===== config.mk =====
export PLATFORM = sky130hd
export DESIGN_NAME = pls_cell
export DESIGN_NICKNAME = d
export VERILOG_FILES = /design/src/hdl/pls_pkg.sv /design/src/hdl/pls_cell.sv
export SDC_FILE = /design/constraint.sdc
export NUM_CORES = 1
export LEC_CHECK = 0
export BUFFER_PORTS_ARGS = -buffer_cell sky130_fd_sc_hd__buf_4
export CAP_MARGIN = 20
export CORE_UTILIZATION = 40
export CTS_BUF_LIST = sky130_fd_sc_hd__clkbuf_8
export DETAILED_ROUTE_END_ITERATION = 10
export GPL_TIMING_DRIVEN = 0
export PLACE_DENSITY = 0.8
export SLEW_MARGIN = 20
export SYNTH_ARGS = -nofsm -noshare
export SYNTH_HDL_FRONTEND = slang
export SYNTH_SLANG_ARGS = --single-unit

===== constraint.sdc =====
create_clock -name clk -period 1.49 [get_ports clk]
set_input_delay 0.447 -clock clk [delete_from_list [all_inputs] [get_ports clk]]
set_output_delay 0.447 -clock clk [all_outputs]
set_load 0.01 [all_outputs]

===== src/hdl/pls_pkg.sv =====
// Shared types, codes and defaults for the positional list store.
`timescale 1ns / 1ps
`default_nettype none

package pls_pkg;

	localparam int PLS_CAPACITY  = 64;
	localparam int PLS_WORD_BITS = 32;

	// operation codes carried in the mode field
	localparam logic [2:0] MODE_INSERT = 3'd0;
	localparam logic [2:0] MODE_DELETE = 3'd1;
	localparam logic [2:0] MODE_GET    = 3'd2;
	localparam logic [2:0] MODE_FIND   = 3'd3;
	localparam logic [2:0] MODE_PREV   = 3'd4;
	localparam logic [2:0] MODE_CLEAR  = 3'd5;

	typedef struct packed {
		logic [2:0]         mode;
		logic [6:0]         position;
		logic signed [31:0] value;
	} pls_req_t;

	typedef struct packed {
		logic               status;
		logic signed [31:0] out_value;
		logic [6:0]         found_position;
		logic [6:0]         length_now;
		logic               is_empty;
	} pls_rsp_t;

	// broadcast from the controller to every cell
	typedef struct packed {
		logic [2:0] mode;
		logic [6:0] position;
		logic       ins_we;
		logic       del_we;
	} pls_ctl_t;

	// search token handed from cell to cell
	typedef struct packed {
		logic        active;
		logic        done;
		logic        ok;
		logic [31:0] out_value;
		logic [6:0]  found_position;
	} pls_probe_t;

endpackage

`default_nettype wire


===== src/hdl/pls_cell.sv =====
// One list slot: holds an entry, shifts with its neighbors, serves the search token.
`timescale 1ns / 1ps
`default_nettype none

module pls_cell #(
	parameter int WORD_BITS = 32,
	parameter int CNT_W     = 7,
	parameter int INDEX     = 0
) (
	input  wire logic                   clk,
	input  wire logic                   arst_n,
	input  wire pls_pkg::pls_ctl_t      ctl,
	input  wire logic [WORD_BITS-1:0]   key,
	input  wire logic [CNT_W-1:0]       count,
	input  wire logic [WORD_BITS-1:0]   left_word,
	input  wire logic [WORD_BITS-1:0]   right_word,
	input  wire pls_pkg::pls_probe_t    probe_in,
	output logic [WORD_BITS-1:0]        word,
	output pls_pkg::pls_probe_t         probe_out
);
	import pls_pkg::*;

	logic [WORD_BITS-1:0] word_q;
	logic [31:0]          own_ext;
	logic [31:0]          left_ext;
	logic                 live;
	logic                 pos_hit;
	logic                 key_hit;
	pls_probe_t           probe_d;
	pls_probe_t           probe_q;

	// sign-extend or truncate stored words to the 32-bit result field
	if (WORD_BITS >= 32) begin : g_trunc
		assign own_ext  = word_q[31:0];
		assign left_ext = left_word[31:0];
	end else begin : g_ext
		assign own_ext  = {{(32-WORD_BITS){word_q[WORD_BITS-1]}}, word_q};
		assign left_ext = {{(32-WORD_BITS){left_word[WORD_BITS-1]}}, left_word};
	end

	assign live    = CNT_W'(INDEX) < count;
	assign pos_hit = (int'(ctl.position) == INDEX + 1);
	assign key_hit = (word_q == key);

	// entry shifting
	always_ff @(posedge clk) begin
		if (ctl.ins_we) begin
			if (int'(ctl.position) == INDEX + 1) begin
				word_q <= key;
			end else if (INDEX + 1 > int'(ctl.position) && CNT_W'(INDEX) <= count) begin
				word_q <= left_word;
			end
		end else if (ctl.del_we) begin
			if (INDEX + 1 >= int'(ctl.position) && CNT_W'(INDEX + 1) < count) begin
				word_q <= right_word;
			end
		end
	end

	always_comb begin
		probe_d = probe_in;
		if (probe_in.active && !probe_in.done) begin
			if (!live) begin
				probe_d.done = 1'b1;
			end else begin
				unique case (ctl.mode)
					MODE_GET, MODE_DELETE: begin
						if (pos_hit) begin
							probe_d.done      = 1'b1;
							probe_d.ok        = 1'b1;
							probe_d.out_value = own_ext;
						end
					end
					MODE_FIND: begin
						if (key_hit) begin
							probe_d.done           = 1'b1;
							probe_d.ok             = 1'b1;
							probe_d.found_position = 7'(INDEX + 1);
						end
					end
					MODE_PREV: begin
						if (key_hit) begin
							probe_d.done = 1'b1;
							if (INDEX >= 1) begin
								probe_d.ok        = 1'b1;
								probe_d.out_value = left_ext;
							end
						end
					end
					default: begin
						probe_d.done = 1'b1;
					end
				endcase
			end
		end
	end

	always_ff @(posedge clk or negedge arst_n) begin
		if (!arst_n) begin
			probe_q <= '0;
		end else begin
			probe_q <= probe_d;
		end
	end

	assign word      = word_q;
	assign probe_out = probe_q;

endmodule

`default_nettype wire


After elaboration in Yosys (flattened, before gate mapping)
Index checks and enable logic that the tools add are counted.
{"block": "totals", "reg_bits": 74, "elab_cells": 42, "out_inout_bits": 74, "in_bits": 159}
{"block": "op_classes", "n_eq_ne": 7, "mux": 16, "n_lt_le_gt_ge": 5, "n_reduce_logical": 8}
{"operator": "$mux W32", "count": 6}
{"operator": "$mux W41", "count": 1}
{"operator": "$mux W40", "count": 1}
{"operator": "$mux W34", "count": 1}
{"operator": "$eq A32 B32 Y1", "count": 1}
{"operator": "$lt A1 B7 Y1 const A", "count": 2}
{"operator": "$mux W7", "count": 2}
{"operator": "$eq A7 B2 Y1 const B", "count": 1}
{"operator": "$ge A1 B7 Y1 const A", "count": 1}
{"operator": "$gt A1 B7 Y1 const A", "count": 1}
{"operator": "$le A1 B7 Y1 const A", "count": 1}
{"operator": "$eq A3 B2 Y1 const B", "count": 2}
{"operator": "$reduce_bool A2 Y1", "count": 2}
{"operator": "$eq A3 B1 Y1 const B", "count": 1}
{"operator": "$eq A3 B3 Y1 const B", "count": 1}
{"operator": "$logic_and A1 B1 Y1", "count": 3}
{"operator": "$ne A3 B1 Y1 const B", "count": 1}
{"operator": "$pmux W1 S3", "count": 1}
{"operator": "$reduce_and A3 Y1", "count": 1}
{"operator": "$mux W1", "count": 2}
{"operator": "$mux W2", "count": 1}
{"operator": "$pmux W1 S2", "count": 1}
{"operator": "$reduce_or A2 Y1", "count": 1}
{"operator": "$logic_not A1 Y1", "count": 1}

Logic depth before layout (Yosys ltp)
{"block": "depth", "depth_word": 5, "mapped_depth": 6, "depth_no_buf": 5}

Worst setup path before layout
OpenSTA, ideal clock, no wires.
{"block": "synth_path", "path_type": "input to register", "from": "input ctl[1] (netlist bit)", "to": "register word_q[0] (netlist: word[0]) (enable)", "setup_slack_ns": -1.351, "arrival_ns": 2.420, "setup_time_ns": 0.421, "n_path_buf": 2, "required_ns": 1.069, "cell_stages": 4, "path_cell_list": "clkbuf_1 > buf_1 > a21oi_1 > nor2_1"}
{"block": "synth_via", "elab_chain_cells": 2, "word_cells_on_any_way": 4, "cone_classes": "1 x eq/ne; 3 x reduce/logical"}
{"element": "start: declaration", "line": "pls_cell.sv:12", "rtl": "input wire pls_pkg::pls_ctl_t ctl,"}
{"element": "$ne A3 B1 Y1 (no line) / $reduce_bool A2 Y1 (equally long branches)"}
{"element": "$reduce_and A3 Y1 (no line) (*)"}
{"element": "end signal: assignment", "line": "pls_cell.sv:49", "rtl": "word_q <= key;"}
{"element": "end signal: assignment", "line": "pls_cell.sv:51", "rtl": "word_q <= left_word;"}
{"element": "end signal: assignment", "line": "pls_cell.sv:55", "rtl": "word_q <= right_word;"}
{"element": "end: declaration", "line": "pls_cell.sv:23", "rtl": "logic [WORD_BITS-1:0] word_q;"}
Mark *: on every way between the ends. The rest lies on a longest branch, timed or not.
A chain may end at the register's enable or synchronous reset.

==> run metrics <==
status finished, violations left; violated checks setup timing; Pleak 3.19 nW; initial core utilization 41.2%; share of cells above drive strength 1 61.2%; Setup Skew 0.0145 ns; FF+latch count, synth 74; die height 96.8 um; final core utilization 76.0%; Comb power frac 19.2%; wire per inst 19.7 um; grt total ovfl 0; Nets 723; clk_lat worst skew 0.34 ns; Die X 96.8 um; ys async rst share 56.8%; PnR Total Power 4.71 mW; final antenna-violating net count 0; Starting DRT DRC Count 127; vias in the first global route 3,720; met2 WL 7030 um; Synth-to-Final Area Change 84.2%; WL met3 806 um; htree depth 3; Longest Clk Path Bufs 2; cell count after synthesis 289; register area share after synthesis 55.9%; setup violators final 75; Yosys warning count 0; fin worst setup slack -0.319 ns; VDD IR max 0.000471 V; max frequency 0.553 GHz; top layer reached by signal wires met4; # rows 34; Worst Path Class, Setup in2reg; Mapped Area 0.00360 sq mm; clock network fraction of total power 33.5%; clk root buf clkbuf_8; Most used DFF post-synth dfrtp_1; Yosys cell types 28; Power Density 711 mW/mm^2; post-route minimum period 1.81 ns; switching share of power 25.1%; CTS clk-pin slew, worst paths 0.09 ns; crit-path max FO 7; RSZ-0062 raised after global routing true; Worst slew margin 60.7%; crit end category flop; n_diodes 0; initial antenna violation count 0; dpl ws -0.868 ns; DP Area 0.00559 sq mm; vias post-DR 3,430; Num CTS Buffers 9; Slew Limit Fails 0; Setup crit start kind primary input; die area 0.00938 sq mm; Worst Hold Class in2async; Synth Net Count 448; Post-CTS Hold Fix Bufs 0; post-DP HPWL 9150 um; final wirelength 13,400 um; Tightest Pin Transition 0.589 ns; fin area 0.00663 sq mm; WP data required 1.70 ns; TritonRoute pass-1 iters 4; GRT Util Overall 28.3%; Syn Area/Cell 12.4 sq um; clock sinks 74; arrival time worst endpoint 2.02 ns; Final Hold Vio Count 0; WL met1 5210 um; pin count of the biggest net entering global routing 43; Residual DRC 0; vias per cell 5.07; I/O pin count 233; core area 0.00872 sq mm; CTS tree yes; Flop pwr share 47.3%; global-route wire length before repair 20,300 um; Port-buffer cells 231; routability cong. 0.857; max-cap viol count 0; EDFF count, synth 32; Internal Pwr Total 3.53 mW; NetSw 1.18 mW; Final Cycle Share 121%
[path summary, 6_finish.rpt]
check,from,endpoint,depth (start not counted),slack (ns)
worst min register to register,word[13]$_DFFE_PP_,probe_out[20]$_DFF_PN0_,1,0.56
max in group asynchronous,arst_n,probe_out[17]$_DFF_PN0_,1,0.97
worst min-delay path,arst_n,probe_out[9]$_DFF_PN0_,1,0.11
worst max-delay path,count[2],probe_out[24]$_DFF_PN0_,8,-0.32
worst max register to register,word[3]$_DFFE_PP_,probe_out[3]$_DFF_PN0_,6,-0.27
min in group clk,probe_in[41],probe_out[41]$_DFF_PN0_,1,0.24
[final cells by class]
| cell class | instances | area [sq um] |
|---|---|---|
| buffer | 12 | 135 |
| sequential | 74 | 2010 |
| fill | 567 | 2090 |
| clock buffer | 9 | 124 |
| clock inverter | 7 | 70.1 |
| inverter | 2 | 12.5 |
| timing repair buffer | 264 | 2310 |
| multi-input combinational | 201 | 1820 |
| tap | 108 | 135 |
[logic make-up after synthesis]
logic type	Yosys count	synth area share (%)
AO/OA/AOI/OAI	38	5.46
XOR/XNOR	33	8.03
buffers and inverters	15	2.30
flip-flops	74	55.9
multiplexers	64	18.9
AND/OR/NAND/NOR	65	9.36
[layer usage]
metal / up-vias / global-route usage [%]
met5: - / 0
met4: 0 / 9.76
met3: 21 / 6.07
met2: 157 / 49.1
met1: 1666 / 34.7
li1: 1586 / -
[repair_timing]
item | CTS | global route
endpoints found under the setup margin | 103 | 85
buffers inserted | 19 | 10
pin swaps | 38 | 16
resized for setup | 71 | 39
cloned | 7 | 1
[worst max-delay path, stage by stage]
cell	delay, ns
buf_8	0.08
nor4_4	0.04
a31o_4	0.21
or3b_4	0.41
nor3_4	0.20
buf_12	0.18
buf_12	0.14
mux2_4	0.30
[power groups by stage]
stage | clock network [mW] | registers, mW | logic [mW]
after floorplan | 0 | 2.31 | 0.238
after global placement | 0 | 2.27 | 0.792
after detailed placement | 0 | 2.27 | 0.813
after CTS | 1.59 | 2.23 | 0.873
after global routing | 1.67 | 2.24 | 0.967
final | 1.58 | 2.23 | 0.904
[stage by stage]
stage               hold slack [ns]  setup TNS [ns]  std cells
floorplan                     0.151          -28.64        289
global placement              0.480          -70.32        628
detailed placement            0.494          -72.99        628
CTS                           0.121          -14.04        669
global route                  0.130          -18.02        677
finish                        0.107          -14.79        677
[cells in the final DEF, fill, tap and decap left out, drive strengths merged, types with 2 or more instances in the layout]
| master | count |
|---|---|
| mux2 | 32 |
| and2 | 7 |
| dfrtp | 42 |
| nand2 | 2 |
| a21oi | 36 |
| inv | 4 |
| mux2i | 32 |
| nor2 | 37 |
| nor3 | 2 |
| clkbuf | 16 |
| nor4 | 4 |
| edfxtp | 32 |
| nand4 | 8 |
| buf | 269 |
| or3b | 2 |
| xnor2 | 33 |
| clkinvlp | 3 |
[cells in the mapped netlist (all sizes together), types with 2 or more instances]
library cell	number	area, sq um
buf	7	52.5
xnor2	33	289
edfxtp	32	961
mux2	32	360
inv	2	7.51
clkbuf	6	22.5
nand2	2	7.51
dfrtp	42	1050
nor2	36	135
and2	7	43.8
nor4	4	31.3
nand4	8	50.1
or3b	2	20.0
mux2i	32	320
a21oi	36	180
nor3	2	21.3
[flip-flops by register name (all words and copies together), names as in the netlist]
register   flops
probe_out     42
word          32
Note: power is estimated with default switching activity, not from simulation.
